[src/design/sbcrtc_pkg.sv]
`timescale 1ns / 1ps

package sbcrtc_pkg;

   // item commands
   localparam logic [1:0] CMD_REG_WRITE = 2'd0;
   localparam logic [1:0] CMD_REG_READ  = 2'd1;
   localparam logic [1:0] CMD_ADVANCE   = 2'd2;
   localparam logic [1:0] CMD_SET_TIME  = 2'd3;

   // register selects
   localparam logic [1:0] REG_PIN = 2'd0;
   localparam logic [1:0] REG_DIR = 2'd1;
   localparam logic [1:0] REG_EN  = 2'd2;

   typedef struct packed {
      logic        advance;
      logic        set;
      logic [23:0] tick;
      logic [5:0]  sec;
      logic [5:0]  min;
      logic [4:0]  hour;
      logic [2:0]  wday;
      logic [4:0]  mday;
      logic [3:0]  month;
      logic [7:0]  year;
   } clk_ctl_type;

   typedef struct packed {
      logic [7:0] year;
      logic [7:0] month;
      logic [7:0] day;
      logic [7:0] weekday;
      logic [7:0] hour;
      logic [7:0] minute;
      logic [7:0] second;
   } bcd_time_type;

   // BCD increment with digit carry; returns {wrapped, value}
   function automatic logic [8:0] bcd_bump(input logic [7:0] v, input logic [7:0] limit,
                                           input logic [7:0] reload);
      logic [7:0] x;
      x = {v[7:4], v[3:0] + 4'd1};
      if (x[3:0] >= 4'hA) begin
         x = {v[7:4] + 4'd1, 4'h0};
         if (x[7:4] >= 4'hA) x = 8'h00;
      end
      if (x >= limit) return {1'b1, reload};
      return {1'b0, x};
   endfunction

   // binary to two BCD digits, value taken modulo 100
   function automatic logic [7:0] to_bcd(input logic [7:0] v);
      logic [7:0] r;
      logic [3:0] tens;
      logic [7:0] ones;
      r = v;
      if (r >= 8'd200) r = r - 8'd200;
      else if (r >= 8'd100) r = r - 8'd100;
      tens = 4'd0;
      for (int k = 1; k <= 9; k++) begin
         if (r >= 8'(10 * k)) tens = 4'(k);
      end
      ones = r - 8'(tens) * 8'd10;
      return {tens, ones[3:0]};
   endfunction

endpackage

[src/design/sbcrtc_clock.sv]
`timescale 1ns / 1ps

module sbcrtc_clock
   import sbcrtc_pkg::*;
#(
   parameter int TICKS_PER_SECOND = 16777216
) (
   input  logic         clock,
   input  logic         reset,
   input  clk_ctl_type  ctl,
   output bcd_time_type time_out
);

   localparam int DIV_W = $clog2(TICKS_PER_SECOND);
   localparam logic [DIV_W:0] TPS_W   = (DIV_W + 1)'(TICKS_PER_SECOND);
   localparam logic [23:0]    TPS_MAX = 24'(TICKS_PER_SECOND - 1);

   logic [DIV_W-1:0] div_ff, div_in;
   logic [7:0] sec_ff, sec_in, min_ff, min_in, hour_ff, hour_in;
   logic [7:0] wday_ff, wday_in, day_ff, day_in, mon_ff, mon_in, year_ff, year_in;

   logic [23:0]    amt;
   logic [DIV_W:0] sum;
   logic [DIV_W:0] sum_wrap;
   logic           roll;
   logic [7:0]     day_limit;
   logic [7:0]     set_s;
   logic [8:0]     b_sec, b_min, b_hour, b_wday, b_day, b_mon, b_year;

   always_comb begin
      amt      = (ctl.tick > TPS_MAX) ? TPS_MAX : ctl.tick;
      sum      = {1'b0, div_ff} + (DIV_W + 1)'(amt);
      sum_wrap = sum - TPS_W;
      roll     = (sum >= TPS_W);

      day_limit = 8'h32;
      if (mon_ff == 8'h02) begin
         // leap when the BCD year is a multiple of four
         day_limit = (year_ff[1:0] == (year_ff[4] ? 2'd2 : 2'd0)) ? 8'h30 : 8'h29;
      end else if (mon_ff == 8'h04 || mon_ff == 8'h06 || mon_ff == 8'h09 ||
                   mon_ff == 8'h11) begin
         day_limit = 8'h31;
      end

      b_sec  = bcd_bump(sec_ff, 8'h60, 8'h00);
      b_min  = bcd_bump(min_ff, 8'h60, 8'h00);
      b_hour = bcd_bump(hour_ff, 8'h24, 8'h00);
      b_wday = bcd_bump(wday_ff, 8'h07, 8'h00);
      b_day  = bcd_bump(day_ff, day_limit, 8'h01);
      b_mon  = bcd_bump(mon_ff, 8'h13, 8'h01);
      b_year = bcd_bump(year_ff, 8'hA0, 8'h00);

      set_s = to_bcd({2'b00, ctl.sec});

      div_in  = div_ff;
      sec_in  = sec_ff;
      min_in  = min_ff;
      hour_in = hour_ff;
      wday_in = wday_ff;
      day_in  = day_ff;
      mon_in  = mon_ff;
      year_in = year_ff;

      if (ctl.set) begin
         sec_in  = (set_s >= 8'h60) ? 8'h59 : set_s;
         min_in  = to_bcd({2'b00, ctl.min});
         hour_in = to_bcd({3'b000, ctl.hour});
         wday_in = to_bcd({5'b00000, ctl.wday});
         day_in  = to_bcd({3'b000, ctl.mday});
         mon_in  = to_bcd({4'b0000, ctl.month});
         year_in = to_bcd(ctl.year);
      end else if (ctl.advance) begin
         div_in = roll ? sum_wrap[DIV_W-1:0] : sum[DIV_W-1:0];
         if (roll) begin
            sec_in = b_sec[7:0];
            if (b_sec[8]) begin
               min_in = b_min[7:0];
               if (b_min[8]) begin
                  hour_in = b_hour[7:0];
                  if (b_hour[8]) begin
                     wday_in = b_wday[7:0];
                     day_in  = b_day[7:0];
                     if (b_day[8]) begin
                        mon_in = b_mon[7:0];
                        if (b_mon[8]) year_in = b_year[7:0];
                     end
                  end
               end
            end
         end
      end
   end

   always_ff @(posedge clock) begin
      if (reset) begin
         div_ff  <= '0;
         sec_ff  <= 8'h00;
         min_ff  <= 8'h00;
         hour_ff <= 8'h00;
         wday_ff <= 8'h00;
         day_ff  <= 8'h01;
         mon_ff  <= 8'h01;
         year_ff <= 8'h00;
      end else begin
         div_ff  <= div_in;
         sec_ff  <= sec_in;
         min_ff  <= min_in;
         hour_ff <= hour_in;
         wday_ff <= wday_in;
         day_ff  <= day_in;
         mon_ff  <= mon_in;
         year_ff <= year_in;
      end
   end

   assign time_out = '{year: year_ff, month: mon_ff, day: day_ff, weekday: wday_ff,
                       hour: hour_ff, minute: min_ff, second: sec_ff};

   a_div_bound: assert property (@(posedge clock) disable iff (reset)
      {1'b0, div_ff} < TPS_W) else $error("second divider out of range");

   a_sec_bound: assert property (@(posedge clock) disable iff (reset)
      sec_ff < 8'h60) else $error("second register out of range");

   a_hold: assert property (@(posedge clock) disable iff (reset)
      (!ctl.advance && !ctl.set) |=> $stable(time_out))
      else $error("time changed without advance or set");

endmodule

[src/design/serial_bcd_calendar_rtc_top.sv]
`timescale 1ns / 1ps

// Serial BCD calendar clock behind pin/data, direction and enable byte registers.
// Request channel (req_*): one item per transfer: a register write, a register
// read, a time advance by req_tick_cycles divider cycles, or a set-time load.
// Response channel (rsp_*): exactly one transfer per request; rsp_rdata holds the
// selected register on a read and zero for every other command.
// A request is taken into the request register, processed when the response
// register is empty or not stalled, and then offered from the response register.
// Throughput: one item per cycle while rsp_stall is low, set by the single
// processing stage between the request register and the response register.
// Reset clears the calendar to day 1, month 1, year 00, 00:00:00, weekday 0,
// zeroes the divider and the three registers and puts the serial protocol idle.
// While rsp_stall is high the response holds; one more request is taken into
// the request register and req_stall then rises until the response moves.
module serial_bcd_calendar_rtc_top
   import sbcrtc_pkg::*;
#(
   parameter int TICKS_PER_SECOND = 16777216,
   parameter int TRANSFER_BYTES   = 8
) (
   input  logic        clock,
   input  logic        reset,
   input  logic        req_valid,
   output logic        req_stall,
   input  logic [1:0]  req_cmd,
   input  logic [1:0]  req_reg_sel,
   input  logic [15:0] req_wdata,
   input  logic [23:0] req_tick_cycles,
   input  logic [5:0]  req_set_sec,
   input  logic [5:0]  req_set_min,
   input  logic [4:0]  req_set_hour,
   input  logic [2:0]  req_set_wday,
   input  logic [4:0]  req_set_mday,
   input  logic [3:0]  req_set_month,
   input  logic [7:0]  req_set_year,
   output logic        rsp_valid,
   input  logic        rsp_stall,
   output logic [7:0]  rsp_rdata
);

   localparam int IDX_W = $clog2(TRANSFER_BYTES);

   localparam logic [1:0] PH_IDLE = 2'd0;
   localparam logic [1:0] PH_CMD  = 2'd1;
   localparam logic [1:0] PH_SEND = 2'd2;
   localparam logic [1:0] PH_RECV = 2'd3;

   localparam logic [7:0] PCMD_RECV     = 8'h62;
   localparam logic [7:0] PCMD_STATUS   = 8'h63;
   localparam logic [7:0] PCMD_AGAIN    = 8'h64;
   localparam logic [7:0] PCMD_DATETIME = 8'h65;
   localparam logic [7:0] PCMD_TIME     = 8'h67;
   localparam logic [7:0] STATUS_BYTE   = 8'h40;

   // request register
   logic        in_valid_ff, in_valid_in;
   logic [1:0]  cmd_ff, sel_ff;
   logic [15:0] wdata_ff;
   logic [23:0] tick_ff;
   logic [5:0]  sec_ff, min_ff;
   logic [4:0]  hour_ff, mday_ff;
   logic [2:0]  wday_ff;
   logic [3:0]  month_ff;
   logic [7:0]  year_ff;

   // response register
   logic       rsp_valid_ff, rsp_valid_in;
   logic [7:0] rdata_ff, rdata_in;

   // register file and protocol state
   logic [7:0] pin_ff, pin_in, dir_ff, dir_in, en_ff, en_in;
   logic [7:0] cmdsh_ff, cmdsh_in;
   logic [2:0] tlen_ff, tlen_in;
   logic [5:0] bidx_ff, bidx_in;
   logic [1:0] phase_ff, phase_in;
   logic [7:0] tb_ff [TRANSFER_BYTES];
   logic [7:0] tb_in [TRANSFER_BYTES];

   logic             req_accept, advance;
   logic [7:0]       cmdsh_new;
   logic [5:0]       bidx_inc;
   logic [2:0]       idx;
   logic [IDX_W-1:0] idx_addr;
   logic             idx_ok;
   logic [7:0]       send_byte;
   logic             end_hit;

   clk_ctl_type  clk_ctl;
   bcd_time_type now;

   assign advance    = in_valid_ff && (!rsp_valid_ff || !rsp_stall);
   assign req_stall  = in_valid_ff && rsp_valid_ff && rsp_stall;
   assign req_accept = req_valid && !req_stall;

   assign in_valid_in  = req_accept || (in_valid_ff && !advance);
   assign rsp_valid_in = advance || (rsp_valid_ff && rsp_stall);

   assign clk_ctl = '{advance: advance && (cmd_ff == CMD_ADVANCE),
                      set: advance && (cmd_ff == CMD_SET_TIME),
                      tick: tick_ff, sec: sec_ff, min: min_ff, hour: hour_ff,
                      wday: wday_ff, mday: mday_ff, month: month_ff, year: year_ff};

   sbcrtc_clock #(
      .TICKS_PER_SECOND(TICKS_PER_SECOND)
   ) u_clock (
      .clock   (clock),
      .reset   (reset),
      .ctl     (clk_ctl),
      .time_out(now)
   );

   always_comb begin
      cmdsh_new = cmdsh_ff | (8'({7'd0, wdata_ff[1]}) << (3'd7 - bidx_ff[2:0]));
      bidx_inc  = bidx_ff + 6'd1;
      idx       = bidx_ff[5:3];
      idx_addr  = IDX_W'(idx);
      idx_ok    = (32'(idx) < TRANSFER_BYTES);
      send_byte = idx_ok ? tb_ff[idx_addr] : 8'h00;
      end_hit   = (bidx_inc == {tlen_ff, 3'b000});

      pin_in   = pin_ff;
      dir_in   = dir_ff;
      en_in    = en_ff;
      cmdsh_in = cmdsh_ff;
      tlen_in  = tlen_ff;
      bidx_in  = bidx_ff;
      phase_in = phase_ff;
      tb_in    = tb_ff;
      rdata_in = 8'h00;

      if (advance) begin
         unique case (cmd_ff)
            CMD_REG_WRITE: begin
               case (sel_ff)
                  REG_EN:  en_in  = wdata_ff[7:0];
                  REG_DIR: dir_in = wdata_ff[7:0];
                  REG_PIN: begin
                     if (!en_ff[0]) begin
                        // disabled: pin write ignored
                     end else if (phase_ff == PH_IDLE && pin_ff == 8'h01 &&
                                  wdata_ff == 16'd5) begin
                        // start sequence, pin register keeps its value
                        phase_in = PH_CMD;
                        bidx_in  = 6'd0;
                        cmdsh_in = 8'h00;
                     end else if (pin_ff[0] || !wdata_ff[0]) begin
                        pin_in = wdata_ff[7:0];
                     end else begin
                        // rising clock line: at most one bit moves
                        pin_in = wdata_ff[7:0];
                        unique case (phase_ff)
                           PH_CMD: begin
                              cmdsh_in = cmdsh_new;
                              if (bidx_inc >= 6'd8) begin
                                 bidx_in = 6'd0;
                                 unique case (cmdsh_new)
                                    PCMD_RECV: begin
                                       phase_in = PH_RECV;
                                       tlen_in  = 3'd1;
                                    end
                                    PCMD_STATUS: begin
                                       tlen_in  = 3'd1;
                                       tb_in[0] = STATUS_BYTE;
                                       phase_in = PH_SEND;
                                    end
                                    PCMD_AGAIN: begin
                                    end
                                    PCMD_DATETIME: begin
                                       tlen_in  = 3'd7;
                                       tb_in[0] = now.year;
                                       tb_in[1] = now.month;
                                       tb_in[2] = now.day;
                                       tb_in[3] = now.weekday;
                                       tb_in[4] = now.hour;
                                       tb_in[5] = now.minute;
                                       tb_in[6] = now.second;
                                       phase_in = PH_SEND;
                                    end
                                    PCMD_TIME: begin
                                       tlen_in  = 3'd3;
                                       tb_in[0] = now.hour;
                                       tb_in[1] = now.minute;
                                       tb_in[2] = now.second;
                                       phase_in = PH_SEND;
                                    end
                                    default: phase_in = PH_IDLE;
                                 endcase
                              end else begin
                                 bidx_in = bidx_inc;
                              end
                           end
                           PH_SEND: begin
                              if (!dir_ff[1]) begin
                                 pin_in[1] = send_byte[bidx_ff[2:0]];
                                 bidx_in   = end_hit ? 6'd0 : bidx_inc;
                                 if (end_hit) phase_in = PH_IDLE;
                              end
                           end
                           PH_RECV: begin
                              if (dir_ff[1]) begin
                                 if (idx_ok) tb_in[idx_addr] = {wdata_ff[1], tb_ff[idx_addr][7:1]};
                                 bidx_in = end_hit ? 6'd0 : bidx_inc;
                                 if (end_hit) phase_in = PH_IDLE;
                              end
                           end
                           PH_IDLE: begin
                           end
                        endcase
                     end
                  end
                  default: begin
                  end
               endcase
            end
            CMD_REG_READ: begin
               case (sel_ff)
                  REG_EN:  rdata_in = en_ff;
                  REG_DIR: rdata_in = dir_ff;
                  REG_PIN: rdata_in = pin_ff;
                  default: rdata_in = 8'h00;
               endcase
            end
            CMD_ADVANCE: begin
            end
            CMD_SET_TIME: begin
            end
         endcase
      end
   end

   always_ff @(posedge clock) begin
      if (reset) begin
         in_valid_ff  <= 1'b0;
         rsp_valid_ff <= 1'b0;
         pin_ff       <= 8'h00;
         dir_ff       <= 8'h00;
         en_ff        <= 8'h00;
         cmdsh_ff     <= 8'h00;
         tlen_ff      <= 3'd0;
         bidx_ff      <= 6'd0;
         phase_ff     <= PH_IDLE;
         for (int i = 0; i < TRANSFER_BYTES; i++) tb_ff[i] <= 8'h00;
      end else begin
         in_valid_ff  <= in_valid_in;
         rsp_valid_ff <= rsp_valid_in;
         pin_ff       <= pin_in;
         dir_ff       <= dir_in;
         en_ff        <= en_in;
         cmdsh_ff     <= cmdsh_in;
         tlen_ff      <= tlen_in;
         bidx_ff      <= bidx_in;
         phase_ff     <= phase_in;
         tb_ff        <= tb_in;
      end
   end

   always_ff @(posedge clock) begin
      if (req_accept) begin
         cmd_ff   <= req_cmd;
         sel_ff   <= req_reg_sel;
         wdata_ff <= req_wdata;
         tick_ff  <= req_tick_cycles;
         sec_ff   <= req_set_sec;
         min_ff   <= req_set_min;
         hour_ff  <= req_set_hour;
         wday_ff  <= req_set_wday;
         mday_ff  <= req_set_mday;
         month_ff <= req_set_month;
         year_ff  <= req_set_year;
      end
      if (advance) rdata_ff <= rdata_in;
   end

   assign rsp_valid = rsp_valid_ff;
   assign rsp_rdata = rdata_ff;

   a_rsp_source: assert property (@(posedge clock) disable iff (reset)
      $rose(rsp_valid_ff) |-> $past(in_valid_ff))
      else $error("response without a queued request");

   a_idle_index: assert property (@(posedge clock) disable iff (reset)
      (phase_ff == PH_IDLE) |-> (bidx_ff == 6'd0))
      else $error("bit index not cleared while idle");

   a_cmd_index: assert property (@(posedge clock) disable iff (reset)
      (phase_ff == PH_CMD) |-> (bidx_ff < 6'd8))
      else $error("command bit index overrun");

   a_stall_hold: assert property (@(posedge clock) disable iff (reset)
      (in_valid_ff && rsp_valid_ff && rsp_stall) |=>
         ($stable(pin_ff) && $stable(phase_ff) && $stable(bidx_ff)))
      else $error("state changed while response stalled");

endmodule

[config.mk]
export PLATFORM = sky130hd
export DESIGN_NAME = serial_bcd_calendar_rtc_top
export DESIGN_NICKNAME = d
export VERILOG_FILES = /design/src/design/sbcrtc_pkg.sv /design/src/design/sbcrtc_clock.sv /design/src/design/serial_bcd_calendar_rtc_top.sv
export SDC_FILE = /design/constraint.sdc
export NUM_CORES = 1
export LEC_CHECK = 0
export ABC_CLOCK_PERIOD_IN_PS = 8500
export BUFFER_PORTS_ARGS = -buffer_cell sky130_fd_sc_hd__buf_2
export CORE_MARGIN = 2
export CORE_UTILIZATION = 50
export DETAILED_ROUTE_END_ITERATION = 8
export PLACE_DENSITY = 0.67
export SETUP_SLACK_MARGIN = 0.3
export SYNTH_ARGS = -nofsm -noshare
export SYNTH_HDL_FRONTEND = slang
export SYNTH_SLANG_ARGS = --single-unit
[constraint.sdc]
create_clock -name clock -period 8.5 [get_ports clock]
set_input_delay 0.85 -clock clock [delete_from_list [all_inputs] [get_ports clock]]
set_output_delay 0.85 -clock clock [all_outputs]
set_load 0.1 [all_outputs]
==> results of run 1 <==
[worst max-delay path, stage by stage (launching register included)]
cell	delay [ps]
edfxtp_1	460
inv_1	190
ha_1	180
or3b_2	470
a21oi_1	400
o211ai_1	210
and2_0	310
or3_1	410
o31ai_1	240
o2111ai_1	250
ha_1	280
fa_1	380
a211o_1	250
and3_1	180
mux2i_1	130
a31oi_1	100
[final cells by class]
type	instances	area [sq um]
clock buffers	48	1036
fillers	2934	14060
inverters	69	259.0
multi-input cells	1398	9341
clock inverters	10	117.6
well taps	442	553.0
flip-flops and latches	278	6456
repair buffers	115	630.6
[cells by family (layout without fill, tap and decap cells)]
logic type | count (synthesis) | count (layout) | share of synthesized area, %
fa+ha+maj | 88 | 88 | 6.916
simple gates | 628 | 628 | 18.22
xor+xnor | 54 | 54 | 2.925
buf+inv | 175 | 242 | 4.052
compound gates | 530 | 530 | 21.79
flops | 278 | 278 | 39.30
mux | 98 | 98 | 6.794
[sequential cells by signal (all words and copies together) (netlist names), 6 cells and up]
register         count
min_ff               6
u_clock.year_ff      8
tb_ff               64
u_clock.wday_ff      8
bidx_ff              6
tick_ff             24
rsp_rdata            8
u_clock.mon_ff       8
u_clock.min_ff       8
cmdsh_ff             8
sec_ff               6
u_clock.sec_ff       8
u_clock.div_ff      24
pin_ff               8
wdata_ff            16
year_ff              8
dir_ff               8
u_clock.day_ff       8
u_clock.hour_ff      8
en_ff                8
[worst max-delay path by stage]
stage                    start            endpoint  cells past startpoint
floorplan            rsp_valid           cmd_ff[0]                      2
global placement    year_ff[2]  u_clock.year_ff[3]                     15
detailed placement  year_ff[2]  u_clock.year_ff[3]                     15
CTS                 year_ff[2]  u_clock.year_ff[3]                     15
global route        year_ff[2]  u_clock.year_ff[3]                     15
finish              year_ff[2]  u_clock.year_ff[3]                     15
[report_power, final]
part,leakage [uW],internal (uW),switching (uW)
combinational,0.00431,92.2,151
clock,0.000578,901,565
sequential,0.00239,1410,33.4
[layout by cell type, fill, tap and decap left out, types with 10 or more instances in the layout]
cell       Yosys  layout
nor2_1       227     226
dfxtp_1      189     189
a21oi_1      169     169
nand2_1      137     137
buf_2          6      93
edfxtp_1      89      89
mux2i_1       80      80
ha_1          78      78
inv_1         64      64
o21ai_0       56      56
nand3_1       47      47
nor3_1        47      46
a211oi_1      44      44
clkbuf_16      0      36
xnor2_1       28      28
nor2b_1       28      27
xor2_1        25      25
o22ai_1       23      23
buf_4          0      22
a21o_1        21      21
o31ai_1       20      20
and3_1        18      18
o221ai_1      18      18
o211ai_1      17      17
o211a_1       17      17
a31oi_1       16      16
nand4_1       16      16
nor3b_1       15      15
and2_1        15      15
o2bb2ai_1     15      15
nand2b_1      14      14
a22oi_1       14      14
nand3b_1      13      13
mux4_2        10      10
[stage by stage]
| stage | setup WS, ps | hold slack (ps) | area (sq um) | total power [uW] | utilization [%] |
|---|---|---|---|---|---|
| floorplan | 2891 | 435.6 | 16430 | 1637 | - |
| global placement | 4094 | 441.7 | 17240 | 1704 | 53.12 |
| detailed placement | 3992 | 446.5 | 17240 | 1709 | 53.12 |
| CTS | 3969 | 399.3 | 18390 | 3182 | 56.68 |
| global route | 3481 | 401.8 | 18390 | 3266 | 56.68 |
| finish | 3905 | 434.7 | 18390 | 3148 | 56.68 |
[routing by layer]
layer / part of all wire [%] / track usage (%) / vias to the layer above
met5: 0 / 0 / -
met4: 3.1 / 7.810 / 0
met3: 4.9 / 3.205 / 96
met2: 46 / 38.90 / 390
met1: 46 / 33.79 / 6683
li1: - / - / 6928
==> flow_metrics.tcl, run 1 <==
set metrics [dict create \
    tritoncts "built" \
    die_w_um 185.3 \
    clk_transition_reported_paths_ps 60 \
    hold_path_depth 1 \
    maxSlewViolCount 0 \
    min_to "month_ff[3]" \
    wl_mm 41.91 \
    die-area_sq_um 34320 \
    hpwl_mm 28.80 \
    cp_max_fo 9 \
    grt_overflow 0 \
    cts_hold_buf 0 \
    post-route-period-util_pct 54.06 \
    end_kind "flop" \
    start_util_pct 50.62 \
    synth_cell_types 86 \
    cts_buffers 31 \
    skew_ps 12.17 \
    async_reset_ff_share_pct 0 \
    hold_class "in -> reg" \
    finalSetupTns_ps 0 \
    rows 66 \
    grt_pass1_wl_mm 67.92 \
    grt_pass1_vias 13130 \
    r2r_setup_slack_ps 3900 \
    synth_edf_count 89 \
    coreArea_sq_um 32450 \
    drive_gt1_share_pct 11.37 \
    status "completed" \
    drc_errors 0 \
    vias_per_cell 5.973 \
    vias 14100 \
    grt_antenna_before_repair 0 \
    area_growth_pct 11.97 \
    grt_max_degree 86 \
    htreeDepth 1 \
    cts_resized 0 \
    diodes 0 \
    peakVddDrop_mv 0.1611 \
    dr.first_iter.drc_count 1248 \
    postCtsSetupBuffers 0 \
    worstMarginPinSlew_ps 1176 \
    p_leak_uw 0.007277 \
    ys_seq_elements 278 \
    layout_min_cycle_time_ps 4595 \
    yosys-top-cells-count "nor2_1, dfxtp_1, a21oi_1, nand2_1, edfxtp_1" \
    die_y_um 185.3 \
    avgSynthCellArea_sq_um 8.875 \
    port_buffers 94 \
    syn_area_sq_um 16430 \
    rr_endpoint "u_clock.year_ff[3]" \
    hold_violations 0 \
    ios 95 \
    rsz0062_at_grt "no" \
    fin_nets 2062 \
    detail-route-antenna-nets 0 \
    critPathRequiredTime_ps 8920 \
    drtPass1Iterations 5 \
    synth_ff_type "dfxtp_1" \
    hold_start "req_set_month[3]" \
    setup_violations 0 \
    clk_path_buf_depth 3 \
    grt_usage_pct 24.23 \
    fmax_mhz 217.6 \
    gp_congestion 0.8917 \
    rr_worst_depth 15 \
    synth_area_leaders "dfxtp_1, edfxtp_1, ha_1, nor2_1, a21oi_1" \
    ys_seq_area_share_pct 39.30 \
    start_kind "flop" \
    timing.rr.start "year_ff[2]" \
    clock_sinks 278 \
    cap_violations 0 \
    arrival_ps 5020 \
    synth_nets 2020 \
    yosysTopAreaCellShare_pct 23.03 \
    critPathKind "reg -> reg" \
    maxSlewHeadroom_pct 21.42 \
    stdcell_count 2360 \
    root_buffer "clkbuf_16" \
    yosysWarnings 0 \
    dpl.cell_count 2302 \
    synth_top_cell_by_area "dfxtp_1" \
    clk_latency_ps 590 \
    post_drt_wl_per_cell_um 17.76 \
    yosysMostFrequentCell "nor2_1" \
    power_density_nw_per_um2 171.2 \
    syn_inst 1851 \
]
(Power assumes the default switching activity.)
==> inputs of run 2 (changes only) <==
--- a/config.mk
+++ b/config.mk
@@ -5,12 +5,12 @@
 export SDC_FILE = /design/constraint.sdc
 export NUM_CORES = 1
 export LEC_CHECK = 0
-export ABC_CLOCK_PERIOD_IN_PS = 8500
+export ABC_CLOCK_PERIOD_IN_PS = 3730
 export BUFFER_PORTS_ARGS = -buffer_cell sky130_fd_sc_hd__buf_2
 export CORE_MARGIN = 2
 export CORE_UTILIZATION = 50
 export DETAILED_ROUTE_END_ITERATION = 8
-export PLACE_DENSITY = 0.67
+export PLACE_DENSITY = 0.7
 export SETUP_SLACK_MARGIN = 0.3
 export SYNTH_ARGS = -nofsm -noshare
 export SYNTH_HDL_FRONTEND = slang
==> constraint.sdc (replaced) <==
create_clock -name clock -period 3.73 [get_ports clock]
set_input_delay 0.373 -clock clock [delete_from_list [all_inputs] [get_ports clock]]
set_output_delay 0.373 -clock clock [all_outputs]
set_load 0.1 [all_outputs]
==> flow_metrics.tcl, run 2 (synthesis gave the netlist of run 1 again) <==
set metrics [dict create \
    status "completed" \
    finalSetupTns_ps 0 \
    drtPass1Iterations 5 \
    arrival_ps 4130 \
    start_util_pct 50.62 \
    dr.first_iter.drc_count 1086 \
    grt_antenna_before_repair 0 \
    worstMarginPinSlew_ps 1141 \
    gp_congestion 0.8982 \
    tritoncts "built" \
    rr_worst_depth 15 \
    coreArea_sq_um 32450 \
    die-area_sq_um 34320 \
    critPathRequiredTime_ps 4140 \
    rr_endpoint "u_clock.year_ff[3]" \
    start_kind "flop" \
    die_w_um 185.3 \
    whs_ps 34.43 \
    top_register "tb_ff" \
    area_growth_pct 19.90 \
    skew_ps 12.67 \
    cp-startpoint "year_ff[2]" \
    wl_mm 43.54 \
    fmax_mhz 268.8 \
    clk_transition_reported_paths_ps 60 \
    dp_slack_ps -16.26 \
    critPathMaxStageDelay_ps 420 \
    root_buffer "clkbuf_16" \
    timing.rr.start "year_ff[2]" \
    largest_reg_flops 64 \
    hpwl_mm 29.91 \
    post_drt_wl_per_cell_um 17.36 \
    crit_chain "inv_2 > ha_4 > or3b_4 > a21oi_4 > nor4b_4 > o2111a_1 > or3_1 > o31ai_2 > o2111ai_2 > ha_2 > fa_2 > a211o_1 > and3_4 > mux2i_1 > a31oi_1" \
    grt_max_degree 78 \
    grt_overflow 0 \
    fin_nets 2210 \
    vias_per_cell 5.920 \
    detail-route-antenna-nets 0 \
    fill_cells 2765 \
    grt_pass1_wl_mm 70.81 \
    clk_latency_ps 570 \
    diodes 0 \
    cts_buffers 31 \
    die_y_um 185.3 \
    cp_max_fo 5 \
    power_density_nw_per_um2 355.2 \
    rsz0062_at_grt "yes" \
    worst_slack_ps 10.31 \
    layout_min_cycle_time_ps 3720 \
    hold_path_depth 3 \
    p_leak_uw 0.007888 \
    hold_class "in -> reg" \
    vias 14850 \
    drc_errors 0 \
    drive_gt1_share_pct 14.86 \
    cp.depth 15 \
    setup_violations 0 \
    cap_violations 0 \
    htreeDepth 1 \
    cp_top_family "compound AO/OA/AOI/OAI gates" \
    grt_usage_pct 24.99 \
    ios 95 \
    maxSlewHeadroom_pct 23.60 \
    hold_violations 0 \
    utilization_pct 60.69 \
    port_buffers 94 \
    rows 66 \
    critical_path_buf_inv_count 1 \
    top_regs "tb_ff (64), tick_ff (24), u_clock.div_ff (24)" \
    peakVddDrop_mv 0.3861 \
    maxSlewViolCount 0 \
    clock_sinks 278 \
    clk_path_buf_depth 3 \
    post-route-period-util_pct 99.72 \
    cp_slowest_cell "edfxtp_1" \
    r2r_setup_slack_ps 10 \
    grt_pass1_vias 14170 \
    critPathKind "reg -> reg" \
    final_cell_mix "nor2_1, dfxtp_1, a21oi_1, nand2_1, buf_2" \
    end_kind "flop" \
    layout_commonest_cell "nor2_1" \
    setup.worst_path.end "u_clock.year_ff[3]" \
]
==> run 2: cell count changes in the layout (fill, tap and decap cells not counted), moves of 5 or more <==
cell / change
clkinv_2: +5
clkbuf_8: -7
clkbuf_16: -5
dlygate4sd3_1: +81
buf_4: +67
==> run 2: power breakdown <==
part           switching, uW  internal (uW)
clock network           1260           1770
registers               63.7           3200
logic                    390            311
==> run 2: routing by layer <==
metal / global-route usage (%) / up-vias / part of all wire, %
met5: 0 / - / 0
met4: 8.222 / 0 / 2.7
met3: 3.559 / 85 / 5.5
met2: 41.75 / 450 / 47
met1: 33.24 / 7087 / 45
li1: - / 7226 / -
==> run 2: final cells by class <==
class | count | area [sq um] | area share [%]
Clock buffer | 38 | 822.0 | 4.174
Sequential cell | 278 | 6461 | 32.80
Clock inverter | 20 | 183.9 | 0.9338
Timing Repair Buffer | 263 | 1944 | 9.872
Multi-Input combinational cell | 1398 | 9473 | 48.09
Tap cell | 442 | 553.0 | 2.808
Inverter | 69 | 259.0 | 1.315
==> run 2: repair_timing <==
item / CTS / global route
endpoints found under the setup margin: 3 / 32
gates cloned: 0 / 0
hold endpoints to repair: 81 / 0
setup buffers: 3 / 6
hold buffers: 81 / 0
gates resized for setup: 4 / 23
pin swaps: 1 / 8
==> run 2: how the worst min path moves through the flow <==
stage	endpoint	startpoint
floorplan	u_clock.div_ff[10]	u_clock.div_ff[10]
global placement	dir_ff[4]	dir_ff[4]
detailed placement	dir_ff[3]	dir_ff[3]
CTS	in_valid_ff	req_valid
global route	in_valid_ff	req_valid
finish	in_valid_ff	req_valid
==> run 2: tightest hold or removal path: stages <==
cell and delay (ps):
buf_2 90, nor2_1 40, nor2_1 70
==> run 2: through the flow <==
stage	std cells	instance area [sq um]	total power (uW)
floorplan	1851	16480	3736
detailed placement	2360	17710	3936
CTS	2502	19560	7033
global route	2508	19700	7255
finish	2508	19700	6997
global placement	2360	17710	3921
==> inputs of run 3 (changes only) <==
--- a/config.mk
+++ b/config.mk
@@ -7,9 +7,9 @@
 export LEC_CHECK = 0
 export ABC_CLOCK_PERIOD_IN_PS = 3730
 export BUFFER_PORTS_ARGS = -buffer_cell sky130_fd_sc_hd__buf_2
-export CORE_MARGIN = 2
 export CORE_UTILIZATION = 50
 export DETAILED_ROUTE_END_ITERATION = 8
+export GPL_TIMING_DRIVEN = 0
 export PLACE_DENSITY = 0.7
 export SETUP_SLACK_MARGIN = 0.3
 export SYNTH_ARGS = -nofsm -noshare
==> flow_metrics.tcl, run 3 (synthesis gave the netlist of run 1 again) <==
set metrics [dict create \
    status "complete, but fails checks" \
    violations "negative setup slack" \
    multiInputGateArea_sq_um 9791 \
    htreeDepth 1 \
    vias_per_cell 6.047 \
    grt_max_degree 37 \
    area_growth_pct 23.03 \
    grt_antenna_before_repair 0 \
    die_w_um 183.3 \
    cp_max_fo 5 \
    post-route-period-util_pct 104.1 \
    critPathKind "reg -> reg" \
    drive_gt1_share_pct 15.51 \
    setup_violations 1 \
    critical_path_buf_inv_count 2 \
    peakVddDrop_mv 0.3787 \
    cp-startpoint "year_ff[2]" \
    clk_transition_reported_paths_ps 70 \
    top_register "tb_ff" \
    cts_buffers 31 \
    tritoncts "built" \
    arrival_ps 4310 \
    fin_nets 2272 \
    layout_commonest_cell "nor2_1" \
    diodes 0 \
    grt_pass1_vias 14410 \
    port_buffers 94 \
    seq_area_sq_um 6482 \
    clk_path_buf_depth 3 \
    clock_sinks 278 \
    p_leak_uw 0.007950 \
    worst_slack_ps -152.0 \
    rows 66 \
    final_cell_mix "nor2_1, dfxtp_1, a21oi_1, nand2_1, buf_2" \
    drc_errors 0 \
    worstMarginPinSlew_ps 1115 \
    post_drt_wl_per_cell_um 19.10 \
    die-area_sq_um 33580 \
    skew_ps 13.10 \
    critPathRequiredTime_ps 4150 \
    layout_min_cycle_time_ps 3882 \
    maxSlewHeadroom_pct 25.67 \
    sw_frac_of_total_pct 25.54 \
    fill_cells 2755 \
    gp_congestion 0.9657 \
    ios 95 \
    largest_reg_flops 64 \
    grt_overflow 0 \
    top_regs "tb_ff (64), tick_ff (24), u_clock.div_ff (24)" \
    hold_class "in -> reg" \
    coreArea_sq_um 32450 \
    cp_slowest_cell "edfxtp_1" \
    hpwl_mm 34.34 \
    start_kind "flop" \
    cap_violations 0 \
    drtPass1Iterations 5 \
    rsz0062_at_grt "yes" \
    vias 15540 \
    maxSlewViolCount 0 \
    dp_slack_ps -684.8 \
    whs_ps 39.23 \
    clkPwrFrac_pct 42.9 \
    crit_chain "inv_2 > ha_4 > or3b_4 > a21oi_4 > buf_6 > nor4b_2 > o2111a_1 > or3_4 > o31ai_4 > o2111ai_2 > ha_2 > fa_2 > a211o_1 > and3_1 > mux2i_1 > a31oi_1" \
    root_buffer "clkbuf_16" \
    start_util_pct 50.62 \
    p_int_uw 5231 \
    end_kind "flop" \
    sequentialPowerShare_pct 46.4 \
    p_sw_uw 1794 \
    dr.first_iter.drc_count 1219 \
    hold_start "req_valid" \
    timing.rr.start "year_ff[2]" \
    wl_mm 49.06 \
    critPathMaxStageDelay_ps 470 \
    die_y_um 183.3 \
    fmax_mhz 257.6 \
    pwr-share-comb_pct 10.7 \
    cp_top_family "compound AO/OA/AOI/OAI gates" \
    grt_pass1_wl_mm 76.18 \
    hold_violations 0 \
    clk_latency_ps 580 \
    detail-route-antenna-nets 0 \
    grt_usage_pct 28.38 \
    power_density_nw_per_um2 347.6 \
]
run 3: area by class of cell:
type                            instances  area share (%)
Buffer                                106           2.223
Clock buffer                           47           4.383
Clock inverter                         10          0.4953
Inverter                               69           1.294
Multi-Input combinational cell       1398           48.45
Sequential cell                       278           32.08
Tap cell                              442           2.736
Timing Repair Buffer                  219           8.346
run 3: per-layer routing:
metal	track usage, %	share of wire, %	up-vias
met5	0	0	-
met4	9.267	3.6	0
met3	3.118	7.1	106
met2	47.16	46	600
met1	38.51	43	7469
li1	-	-	7360
run 3: path summary, 6_finish.rpt:
check,endpoint,slack [ps],cells after the start
max,u_clock.year_ff[3],-150,16
min,in_valid_ff,40,3
max reg2reg,u_clock.year_ff[3],-150,16
min reg2reg,u_clock.div_ff[9],450,2
run 3: power by group through the flow:
stage	registers (uW)	logic (uW)	clock network (uW)
after floorplan	3340	398	0
after global placement	3330	599	0
after detailed placement	3330	614	0
after CTS	3260	721	3060
after global routing	3270	818	3160
final	3260	752	3010
run 3: worst reg2reg max path: stages (launching register included):
cell	delay, ps
edfxtp_1	470
inv_2	140
ha_4	130
or3b_4	400
a21oi_4	190
buf_6	130
nor4b_2	50
o2111a_1	260
or3_4	380
o31ai_4	180
o2111ai_2	150
ha_2	230
fa_2	340
a211o_1	290
and3_1	180
mux2i_1	130
a31oi_1	90
run 3: through the flow:
stage | area [sq um] | total power (uW) | cells | TNS [ps] | util, %
final | 20210 | 7025 | 2569 | -152.0 | 62.27
after global placement | 17510 | 3925 | 2387 | -12650 | 53.95
after CTS | 19790 | 7043 | 2551 | -163.3 | 60.98
after floorplan | 16480 | 3736 | 1851 | -61.73 | -
after global routing | 20210 | 7248 | 2569 | -296.7 | 62.27
after detailed placement | 17600 | 3939 | 2393 | -11640 | 54.22
run 3: what timing repair did:
item | CTS | global route
endpoints found under the setup margin | 104 | 97
pin swaps | 13 | 20
cloned | 0 | 1
hold buffers | 81 | 0
hold endpoints to repair | 81 | 0
gates resized for setup | 65 | 68
buffers inserted | 20 | 17
